--- config.mk ---
export PLATFORM = sky130hd
export DESIGN_NAME = mqtt_receive_deframer
export DESIGN_NICKNAME = d
export VERILOG_FILES = /design/src/rtl/mqttrd_pkg.sv /design/src/rtl/mqttrd_parser.sv /design/src/rtl/mqtt_receive_deframer.sv
export VERILOG_INCLUDE_DIRS = /design/src /design/src/rtl
export SDC_FILE = /design/constraint.sdc
export NUM_CORES = 1
export LEC_CHECK = 0
export BUFFER_PORTS_ARGS = -buffer_cell sky130_fd_sc_hd__buf_2
export CAP_MARGIN = 5
export CORE_AREA = 2 2 118 91
export DETAILED_ROUTE_END_ITERATION = 12
export DIE_AREA = 0 0 120 93
export PLACE_DENSITY_LB_ADDON = 0.15
export SYNTH_ARGS = -nofsm -noshare
export SYNTH_HDL_FRONTEND = slang
export SYNTH_SLANG_ARGS = --single-unit
--- constraint.sdc ---
create_clock -name clock -period 4.6 [get_ports clock]
set_input_delay 0.46 -clock clock [delete_from_list [all_inputs] [get_ports clock]]
set_output_delay 0.46 -clock clock [all_outputs]
set_load 0.02 [all_outputs]
--- src/rtl/mqtt_receive_deframer_assert.svh ---
// ----------------------------------------------------------------------------
// MQTT receive deframer assertion macros
// Shared concurrent assertion forms, clocked on clock, disabled in reset.
// ----------------------------------------------------------------------------
`ifndef MQTT_RECEIVE_DEFRAMER_ASSERT_SVH
`define MQTT_RECEIVE_DEFRAMER_ASSERT_SVH

// Same-cycle implication.
`define MQTTRD_ASSERT_NOW(lbl, ante, cons) \
   lbl: assert property (@(posedge clock) disable iff (reset) (ante) |-> (cons)) \
      else $error("mqttrd assertion failed");

// Next-cycle implication.
`define MQTTRD_ASSERT_NEXT(lbl, ante, cons) \
   lbl: assert property (@(posedge clock) disable iff (reset) (ante) |=> (cons)) \
      else $error("mqttrd assertion failed");

`endif

--- src/rtl/mqttrd_pkg.sv ---
// ----------------------------------------------------------------------------
// MQTT receive deframer package
// Result record and fixed codes shared by the parser and the top level.
// ----------------------------------------------------------------------------
package mqttrd_pkg;

   // Result kinds
   localparam logic [1:0] KIND_TOPIC   = 2'd0;
   localparam logic [1:0] KIND_PAYLOAD = 2'd1;
   localparam logic [1:0] KIND_VERDICT = 2'd2;
   localparam logic [1:0] KIND_ERROR   = 2'd3;

   // Packet type nibbles of interest
   localparam logic [3:0] TYPE_CONNACK = 4'd2;
   localparam logic [3:0] TYPE_PUBLISH = 4'd3;

   localparam int BODY_W  = 28;
   localparam int TOPIC_W = 16;

   typedef struct packed {
      logic [1:0] kind;
      logic [7:0] data;
      logic       part_last;
      logic       packet_last;
      logic       connack_ok;
      logic       send_subscribe;
   } result_type;

endpackage

--- src/rtl/mqttrd_parser.sv ---
// ----------------------------------------------------------------------------
// MQTT receive deframer parser
// Holds parse and session state; advances one byte per step and forms
// at most one result for it.
// ----------------------------------------------------------------------------
`include "mqtt_receive_deframer_assert.svh"

module mqttrd_parser #(
   parameter int MAX_LENGTH_BYTES = 4
) (
   input  logic                   clock,
   input  logic                   reset,
   input  logic                   step_en,
   input  logic                   req_type,
   input  logic [7:0]             rx_byte,
   output logic                   res_valid,
   output mqttrd_pkg::result_type res
);
   import mqttrd_pkg::*;

   typedef enum logic [2:0] {
      PH_HEADER   = 3'd0,
      PH_LENGTH   = 3'd1,
      PH_SKIP     = 3'd2,
      PH_CONNACK  = 3'd3,
      PH_TOPICLEN = 3'd4,
      PH_TOPIC    = 3'd5,
      PH_PAYLOAD  = 3'd6
   } phase_type;

   localparam logic [2:0] MAX_GROUPS = 3'(MAX_LENGTH_BYTES);

   phase_type            phase_ff, phase_in;
   logic [3:0]           pkind_ff, pkind_in;
   logic [BODY_W-1:0]    body_ff, body_in;
   logic [1:0]           grp_ff, grp_in;
   logic [TOPIC_W-1:0]   topic_ff, topic_in;
   logic [1:0]           bidx_ff, bidx_in;
   logic                 rcz_ff, rcz_in;
   logic                 subdone_ff, subdone_in;

   logic [BODY_W-1:0]    grp_bits;
   logic [BODY_W-1:0]    body_or;
   logic [BODY_W-1:0]    body_dec;
   logic [TOPIC_W-1:0]   topic_dec;
   logic [TOPIC_W-1:0]   topic_new;
   logic                 do_verdict;
   logic                 verdict_ok;
   logic                 verdict_sub;
   logic                 res_error;
   logic                 res_sub;

   // Place the 7-bit length group at its weight
   always_comb begin
      case (grp_ff)
         2'd0:    grp_bits = {21'd0, rx_byte[6:0]};
         2'd1:    grp_bits = {14'd0, rx_byte[6:0], 7'd0};
         2'd2:    grp_bits = {7'd0, rx_byte[6:0], 14'd0};
         default: grp_bits = {rx_byte[6:0], 21'd0};
      endcase
   end

   assign body_or   = body_ff | grp_bits;
   assign body_dec  = body_ff - BODY_W'(1);
   assign topic_dec = topic_ff - TOPIC_W'(1);
   assign topic_new = topic_ff | {8'd0, rx_byte};

   always_comb begin
      phase_in    = phase_ff;
      pkind_in    = pkind_ff;
      body_in     = body_ff;
      grp_in      = grp_ff;
      topic_in    = topic_ff;
      bidx_in     = bidx_ff;
      rcz_in      = rcz_ff;
      subdone_in  = subdone_ff;
      res_valid   = 1'b0;
      res         = '0;
      do_verdict  = 1'b0;
      verdict_ok  = 1'b0;
      verdict_sub = 1'b0;

      if (step_en && req_type) begin
         // Link restart: clear parse and session state
         phase_in   = PH_HEADER;
         pkind_in   = '0;
         body_in    = '0;
         grp_in     = '0;
         topic_in   = '0;
         bidx_in    = '0;
         rcz_in     = 1'b0;
         subdone_in = 1'b0;
      end else if (step_en) begin
         case (phase_ff)
            PH_LENGTH: begin
               if (rx_byte[7]) begin
                  if (({1'b0, grp_ff} + 3'd1) >= MAX_GROUPS) begin
                     phase_in        = PH_HEADER;
                     grp_in          = '0;
                     body_in         = '0;
                     res_valid       = 1'b1;
                     res.kind        = KIND_ERROR;
                     res.packet_last = 1'b1;
                  end else begin
                     grp_in  = grp_ff + 2'd1;
                     body_in = body_or;
                  end
               end else begin
                  body_in  = body_or;
                  bidx_in  = '0;
                  rcz_in   = 1'b0;
                  topic_in = '0;
                  if (pkind_ff == TYPE_CONNACK) begin
                     if (body_or == '0) begin
                        phase_in   = PH_HEADER;
                        do_verdict = 1'b1;
                     end else begin
                        phase_in = PH_CONNACK;
                     end
                  end else if (pkind_ff == TYPE_PUBLISH) begin
                     if (body_or == '0) begin
                        phase_in = PH_HEADER;
                     end else if (body_or < BODY_W'(3)) begin
                        phase_in = PH_SKIP;
                     end else begin
                        phase_in = PH_TOPICLEN;
                     end
                  end else begin
                     phase_in = (body_or == '0) ? PH_HEADER : PH_SKIP;
                  end
               end
            end
            PH_SKIP: begin
               body_in = body_dec;
               if (body_dec == '0) begin
                  phase_in = PH_HEADER;
               end
            end
            PH_CONNACK: begin
               if (bidx_ff == 2'd1) begin
                  rcz_in = (rx_byte == 8'd0);
               end
               if (bidx_ff < 2'd2) begin
                  bidx_in = bidx_ff + 2'd1;
               end
               body_in = body_dec;
               if (body_dec == '0) begin
                  phase_in   = PH_HEADER;
                  do_verdict = 1'b1;
                  verdict_ok = (bidx_in >= 2'd2) && rcz_in;
               end
            end
            PH_TOPICLEN: begin
               body_in = body_dec;
               if (bidx_ff == 2'd0) begin
                  topic_in = {rx_byte, 8'd0};
                  bidx_in  = 2'd1;
               end else begin
                  bidx_in  = 2'd2;
                  topic_in = topic_new;
                  if ((topic_new == '0) || ({12'd0, topic_new} > body_dec)) begin
                     phase_in = (body_dec == '0) ? PH_HEADER : PH_SKIP;
                  end else begin
                     phase_in = PH_TOPIC;
                  end
               end
            end
            PH_TOPIC: begin
               topic_in = topic_dec;
               body_in  = body_dec;
               if (topic_dec == '0) begin
                  phase_in = (body_dec == '0) ? PH_HEADER : PH_PAYLOAD;
               end
               res_valid       = 1'b1;
               res.kind        = KIND_TOPIC;
               res.data        = rx_byte;
               res.part_last   = (topic_dec == '0);
               res.packet_last = (body_dec == '0);
            end
            PH_PAYLOAD: begin
               body_in = body_dec;
               if (body_dec == '0) begin
                  phase_in = PH_HEADER;
               end
               res_valid       = 1'b1;
               res.kind        = KIND_PAYLOAD;
               res.data        = rx_byte;
               res.part_last   = (body_dec == '0);
               res.packet_last = (body_dec == '0);
            end
            default: begin
               // Header byte, or an unused phase code
               pkind_in = rx_byte[7:4];
               body_in  = '0;
               grp_in   = '0;
               phase_in = PH_LENGTH;
            end
         endcase

         if (do_verdict) begin
            verdict_sub        = verdict_ok && !subdone_ff;
            subdone_in         = subdone_ff | verdict_sub;
            res_valid          = 1'b1;
            res.kind           = KIND_VERDICT;
            res.packet_last    = 1'b1;
            res.connack_ok     = verdict_ok;
            res.send_subscribe = verdict_sub;
         end
      end
   end

   always_ff @(posedge clock) begin
      if (reset) begin
         phase_ff   <= PH_HEADER;
         pkind_ff   <= '0;
         body_ff    <= '0;
         grp_ff     <= '0;
         topic_ff   <= '0;
         bidx_ff    <= '0;
         rcz_ff     <= 1'b0;
         subdone_ff <= 1'b0;
      end else begin
         phase_ff   <= phase_in;
         pkind_ff   <= pkind_in;
         body_ff    <= body_in;
         grp_ff     <= grp_in;
         topic_ff   <= topic_in;
         bidx_ff    <= bidx_in;
         rcz_ff     <= rcz_in;
         subdone_ff <= subdone_in;
      end
   end

   assign res_error = step_en && res_valid && (res.kind == KIND_ERROR);
   assign res_sub   = step_en && res_valid && res.send_subscribe;

   `MQTTRD_ASSERT_NEXT(a_error_resync, res_error, phase_ff == PH_HEADER)
   `MQTTRD_ASSERT_NEXT(a_subscribe_once, res_sub, subdone_ff)
   `MQTTRD_ASSERT_NOW(a_sub_needs_fresh, res_sub, !subdone_ff)

endmodule

--- src/rtl/mqtt_receive_deframer.sv ---
// ----------------------------------------------------------------------------
// MQTT receive deframer: one byte in per cycle while the result side does not stall.
// An input register feeds the parser; its result lands in a result register.
// Reset (synchronous, high) clears both valids and all parse/session state.
// ----------------------------------------------------------------------------
`include "mqtt_receive_deframer_assert.svh"

module mqtt_receive_deframer #(
   parameter int MAX_LENGTH_BYTES = 4
) (
   input  logic       clock,
   input  logic       reset,
   // input channel
   input  logic       req_valid,
   output logic       req_stall,
   input  logic       req_type,
   input  logic [7:0] req_rx_byte,
   // result channel
   output logic       rsp_valid,
   input  logic       rsp_stall,
   output logic [1:0] rsp_kind,
   output logic [7:0] rsp_data,
   output logic       rsp_part_last,
   output logic       rsp_packet_last,
   output logic       rsp_connack_ok,
   output logic       rsp_send_subscribe
);
   import mqttrd_pkg::*;

   // Input register stage
   logic       s1_valid_ff, s1_valid_in;
   logic       s1_type_ff;
   logic [7:0] s1_byte_ff;

   // Result register stage
   logic       rsp_valid_ff, rsp_valid_in;
   result_type rsp_ff, rsp_in;

   logic       out_ready;
   logic       step;
   logic       accept;
   logic       res_valid;
   result_type res;
   logic       rsp_closing;
   logic       rsp_sub;

   // The result register can take a new value when empty or when its
   // transfer completes this cycle.
   assign out_ready = !rsp_valid_ff || !rsp_stall;
   // Advance the held byte through the parser whenever the result side
   // can absorb what it produces.
   assign step      = s1_valid_ff && out_ready;
   // Hold the input side only when a byte waits and cannot advance.
   assign req_stall = s1_valid_ff && !out_ready;
   assign accept    = req_valid && !req_stall;

   mqttrd_parser #(
      .MAX_LENGTH_BYTES(MAX_LENGTH_BYTES)
   ) u_parser (
      .clock    (clock),
      .reset    (reset),
      .step_en  (step),
      .req_type (s1_type_ff),
      .rx_byte  (s1_byte_ff),
      .res_valid(res_valid),
      .res      (res)
   );

   always_comb begin
      s1_valid_in = s1_valid_ff;
      if (accept) begin
         s1_valid_in = 1'b1;
      end else if (step) begin
         s1_valid_in = 1'b0;
      end
   end

   always_comb begin
      rsp_valid_in = rsp_valid_ff;
      rsp_in       = rsp_ff;
      if (out_ready) begin
         // Bytes that cause no result leave the result register empty
         rsp_valid_in = step && res_valid;
         if (step && res_valid) begin
            rsp_in = res;
         end
      end
   end

   always_ff @(posedge clock) begin
      if (reset) begin
         s1_valid_ff  <= 1'b0;
         rsp_valid_ff <= 1'b0;
      end else begin
         s1_valid_ff  <= s1_valid_in;
         rsp_valid_ff <= rsp_valid_in;
      end
   end

   // Payload registers: no reset
   always_ff @(posedge clock) begin
      if (accept) begin
         s1_type_ff <= req_type;
         s1_byte_ff <= req_rx_byte;
      end
      rsp_ff <= rsp_in;
   end

   assign rsp_valid          = rsp_valid_ff;
   assign rsp_kind           = rsp_ff.kind;
   assign rsp_data           = rsp_ff.data;
   assign rsp_part_last      = rsp_ff.part_last;
   assign rsp_packet_last    = rsp_ff.packet_last;
   assign rsp_connack_ok     = rsp_ff.connack_ok;
   assign rsp_send_subscribe = rsp_ff.send_subscribe;

   // Verdicts and framing errors close their packet
   assign rsp_closing = rsp_valid_ff &&
                        ((rsp_ff.kind == KIND_VERDICT) || (rsp_ff.kind == KIND_ERROR));
   assign rsp_sub     = rsp_valid_ff && rsp_ff.send_subscribe;

   `MQTTRD_ASSERT_NOW(a_stall_cause, req_stall, s1_valid_ff && rsp_valid_ff && rsp_stall)
   `MQTTRD_ASSERT_NOW(a_single_last, rsp_closing, rsp_ff.packet_last && (rsp_ff.data == 8'd0))
   `MQTTRD_ASSERT_NOW(a_sub_is_verdict, rsp_sub, rsp_ff.connack_ok && (rsp_ff.kind == KIND_VERDICT))

endmodule

# Word level (Yosys, flattened, before mapping)
# Cells that the tools add are included.
# classes
order_cmp	5
n_reduce_logical	41
n_eq_ne	17
n_mux	64
add_sub_neg	5
bitwise	7
# op_table
operator	n
one-hot mux 28 bit (3 select lines)	1
logical NOT 28 bit	2
2-to-1 mux 28 bit	2
one-hot mux 28 bit (2 select lines)	1
one-hot mux 16 bit (3 select lines)	1
2-to-1 mux 3 bit	12
logical NOT 16 bit	2
2-to-1 mux 16 bit	2
> comparator 16 x 28 -> 1 bit	1
< comparator 28 x 2 -> 1 bit, second input constant	1
2-to-1 mux 2 bit	14
OR 28 bit	1
subtractor 28 x 1 -> 28 bit, second input constant	1
2-to-1 mux 1 bit	22
one-hot mux 9 bit (2 select lines)	1
OR 16 x 8 -> 16 bit	1
subtractor 16 x 1 -> 16 bit, second input constant	1
one-hot mux 3 bit (4 select lines)	1
AND reduction 3 bit	4
== test 3 bit, second input constant	3
OR reduction 3 bit	3
== test 4 x 2 -> 1 bit, second input constant	2
logical NOT 8 bit	1
one-hot mux 1 bit (2 select lines)	4
other kinds (27)	55
# totals
inputBits	13
output_inout_bits	16
regBits	82
word_cells	158

# Logic depth before layout (Yosys ltp)
# depth
depth_word	15
mapped_depth	15
depth_no_buf	13

# Hierarchy
# A second synthesis with hierarchy kept.
# hier_totals
cells_unflattened	709
area_unflattened_um2	5557.8
# by_module_without_submodules
mod	area_each_um2	seq_area_each_um2	n_inst	cells_each
mqttrd_parser	4773.3	1141.1	1	674
mqtt_receive_deframer	784.5	730.7	1	35

# Least setup slack after synthesis
# Ideal clock, no wire load.
# synth_path
path_kind	register to register
start	register u_parser.body_ff[7]
end	register rsp_ff, in the netlist rsp_connack_ok, enable pin
slack_ns	0.847
setup_ns	0.361
synth_period_minus_slack_ns	3.753
arrival_ns	3.392
n_path_buf	3
t_required_ns	4.239
stages_incl_launch_ff	12
path_cell_list	dfxtp_1 buf_6 or4_4 buf_6 or3_4 buf_6 o31a_1 nor4b_4 o2111ai_1 or3_4 o41a_4 nand2_1
# synth_via
elab_chain_cells	13
word_cells_on_any_way	16
cone_classes	add/sub: 1; mux: 10; bitwise: 1; reduce/logical: 4
# synth_rtl
item	line_no	text
start: declaration	mqttrd_parser.sv:35	logic [BODY_W-1:0] body_ff, body_in;
start signal: assignment	mqttrd_parser.sv:225	body_ff <= body_in;
parallel branches: the longest is 5 deep, another holds subtractor 28 x 1 -> 28 bit	--	
one-hot mux 1 bit (2 select lines) (*)	mqttrd_parser.sv:94	case (phase_ff)
2-to-1 mux 1 bit (*)	mqttrd_parser.sv:93	end else if (step_en) begin
2-to-1 mux 1 bit (*)	mqttrd_parser.sv:83	if (step_en && req_type) begin
2-to-1 mux 1 bit (*)	mqttrd_parser.sv:200	if (do_verdict) begin
2-to-1 mux 1 bit (*)	mqttrd_parser.sv:93	
2-to-1 mux 1 bit (*)	mqttrd_parser.sv:83	
logical AND 1 bit (*)	--	
AND reduction 2 bit (no line) (*)	--	
end signal: assignment	mqtt_receive_deframer.sv:106	rsp_ff <= rsp_in;
end: declaration	mqtt_receive_deframer.sv:37	result_type rsp_ff, rsp_in;
# Mark *: on every way between the ends. The select of a mux whose other input is x is not followed.
# A chain may end at the register's enable or synchronous reset.

# Final worst setup path
# layout_path
start	register u_parser.body_ff[0]
end	register rsp_ff, in the netlist rsp_packet_last, enable pin
# Same word-level chain as after synthesis.

==> results.py <==
metrics = {
    "run_status": {
        "outcome": "completed",
    },
    "sta": {
        "rsz0062_at_grt": "no",
        "setup_viol": 0,
        "fin_crit_sh_pct": 92.51,
        "finalHoldViolCount": 0,
        "worst_clock_skew_ns": 0.01087,
        "fmax_ghz": 0.2350,
        "slew_headroom_pct": 30.21,
        "finalSetupTns_ns": 0,
        "max_slew.worst_pin.slew_ns": 1.043,
        "drv_slew": 0,
        "fin_ws_ns": 0.3447,
        "fin_crit_ns": 4.255,
        "whs_ns": 0.2948,
    },
    "cts": {
        "cts_buffers": 9,
        "post-cts-setup-buffers": 0,
        "clk_pin_slew_ns": 0.07,
        "cts-resized-gates": 0,
        "htree_levels": 3,
        "cts_tree": "built",
        "cts.sinks": 82,
        "clk_latency_ns": 0.34,
        "postCtsHoldBufs": 0,
        "clk_path_buf_depth": 2,
        "clockRootBuffer": "clkbuf_16",
    },
    "placement": {
        "routabilityCongestion": 1.015,
        "dp_cells": 874,
        "postPlaceCellArea_mm2": 0.006031,
        "dp_slack_ns": 0.4152,
        "port_buffers": 28,
        "hpwl_um": 13090,
    },
    "final_layout": {
        "diodes": 0,
        "layout.cells.non_filler": 890,
        "area_delta_synth_final_pct": 7.847,
        "final_cell_area_mm2": 0.006311,
        "drive_above_1_share_pct": 11.01,
        "fin_nets": 787,
        "utilization_pct": 62.80,
    },
    "setup_path": {
        "startpoint_type": "flip-flop",
        "cp_cell_sequence": "inv_1 > ha_1 > or4b_2 > nor4_1 > and3_1 > o221a_2 > o2111ai_1 > or3_4 > o41a_4 > nand2_1",
        "critPathMaxStageDelay_ns": 0.79,
        "r2r_setup_slack_ns": 0.34,
        "r2r_cells": 10,
        "path_buf_inv": 1,
        "crit_type": "reg -> reg",
        "cp_data_arrival_time_ns": 4.23,
        "path_max_fanout": 14,
        "crit_path_end_kind": "flip-flop",
        "critPathTopFamily": "simple AND/OR/NAND/NOR gates",
        "r2r_start": "u_parser.body_ff[0]",
        "slowest_stage": "or4b_2",
        "crit_required_ns": 4.57,
        "r2r-end": "rsp_packet_last",
    },
    "detailed_routing": {
        "route.met3.wl_um": 1931,
        "wl_um": 18800,
        "drc_errors": 0,
        "routed.top_layer": "met4",
        "num_vias": 6071,
        "first_pass_iters": 5,
        "avgRoutedWirePerCell_um": 21.12,
        "antenna_left": 0,
        "drtIter0Drc": 768,
        "vias_per_cell": 6.821,
        "wl_met2_um": 7825,
        "wl_met1_um": 8549,
    },
    "min_path": {
        "min_to": "s1_byte_ff[2]",
        "hold_path_depth": 1,
        "hold_path.class": "in -> reg",
        "holdCritStartpoint": "req_rx_byte[2]",
    },
    "logic_synthesis": {
        "syn_inst": 756,
        "synth-edff-count": 23,
        "ys_seq_area_share_pct": 31.99,
        "synth_area_mm2": 0.005852,
        "synth.distinct_cells": 67,
        "avgSynthCellArea_um2": 7.741,
        "yosysWarnings": 0,
        "ys_seq_elements": 82,
        "synthFlopType": "dfxtp_1",
        "synthArstFlopShare_pct": 0,
        "synth_nets": 794,
    },
    "global_routing": {
        "grtUsageTotal_pct": 34.45,
        "grt_pass1_wl_um": 29880,
        "grt_remaining_overflow": 0,
        "grt_pass1_vias": 5521,
        "grt_max_degree": 46,
        "antenna_found_initial": 0,
    },
    "floorplanning": {
        "start_util_pct": 58.23,
        "core-area_mm2": 0.01005,
        "die_area_mm2": 0.01116,
        "die_h_um": 93,
        "fp.dieW_um": 120,
        "num_io_pins": 29,
        "rows": 32,
    },
    "power": {
        "power_density_mw_per_mm2": 316.1,
        "power.leakage_nw": 2.355,
        "p_total_mw": 1.995,
        "vdd_drop_max_mv": 0.1908,
    },
    "run": {
        "drv_cap": 0,
    },
}
## registers in the layout (all words and copies together) (netlist names)
register,cells
s1_type_ff,1
s1_byte_ff,8
rsp_part_last,1
s1_valid_ff,1
u_parser.rcz_ff,1
u_parser.grp_ff,2
rsp_send_subscribe,1
u_parser.bidx_ff,2
u_parser.body_ff,28
rsp_valid,1
rsp_kind,2
u_parser.pkind_ff,4
u_parser.phase_ff,3
rsp_connack_ok,1
u_parser.topic_ff,16
rsp_packet_last,1
rsp_data,8
u_parser.subdone_ff,1
## worst max path at each step
stage | start | to | depth (start not counted)
after floorplan | u_parser.body_ff[7] | rsp_connack_ok | 11
after global placement | u_parser.body_ff[0] | rsp_data[6] | 10
after detailed placement | u_parser.body_ff[0] | rsp_data[1] | 10
after CTS | u_parser.body_ff[0] | rsp_data[1] | 10
after global routing | u_parser.body_ff[0] | rsp_data[6] | 10
final | u_parser.body_ff[0] | rsp_packet_last | 10
## placed cells by master, fill, tap and decap left out, types with 15 or more instances in the layout
cell | synthesis | routed
nand2_1 | 61 | 61
xnor2_1 | 22 | 22
o21ai_0 | 57 | 57
edfxtp_1 | 23 | 23
buf_2 | 0 | 28
a21oi_1 | 64 | 63
nor3_1 | 31 | 31
dfxtp_1 | 59 | 59
a22oi_1 | 20 | 20
nand3_1 | 16 | 16
ha_1 | 25 | 25
nor4_1 | 23 | 23
nor2_1 | 98 | 98
buf_4 | 0 | 16
inv_1 | 15 | 15
## report_power, final
part / internal, mW / switching [mW]
combinational: 0.178 / 0.324
sequential: 0.759 / 0.0394
clock: 0.373 / 0.322
total: 1.31 / 0.685
## synth_stat cells (11+ instances only)
cell type | n | area [um^2]
nor3_1 | 31 | 155.2
and2_1 | 11 | 68.82
a21oi_1 | 64 | 320.3
nand4_1 | 13 | 81.33
a22oi_1 | 20 | 150.1
a211oi_1 | 11 | 82.58
o221ai_1 | 11 | 96.34
nor2_1 | 98 | 367.9
inv_1 | 15 | 56.30
dfxtp_1 | 59 | 1181
edfxtp_1 | 23 | 690.7
nand3_1 | 16 | 80.08
o21ai_0 | 57 | 285.3
ha_1 | 25 | 312.8
nand2_1 | 61 | 229.0
nor4_1 | 23 | 143.9
clkbuf_1 | 58 | 217.7
xnor2_1 | 22 | 192.7
## layer usage
| layer | vias up | GRT usage, % |
|---|---|---|
| li1 | 2795 | - |
| met1 | 2869 | 51.78 |
| met2 | 364 | 49.53 |
| met3 | 43 | 6.098 |
| met4 | 0 | 11.47 |
| met5 | - | 0 |
## final cells by class
cell class / count / area [um^2]
Inverter: 16 / 60.06
Clock inverter: 6 / 51.30
Tap cell: 136 / 170.2
Sequential cell: 82 / 1872
Fill cell: 924 / 3739
Clock buffer: 10 / 229.0
Timing Repair Buffer: 44 / 260.3
Multi-Input combinational cell: 596 / 3669
## cells by family (layout without fill, tap and decap cells)
family          after synthesis  in the layout  share of synthesized area [%]
xor+xnor                     29             29                          4.340
flops                        82             82                          31.99
simple gates                313            313                          26.98
buf+inv                      78             76                          5.388
fa+ha+maj                    25             25                          5.345
compound gates              229            229                          25.96
(Power assumes the default switching activity.)
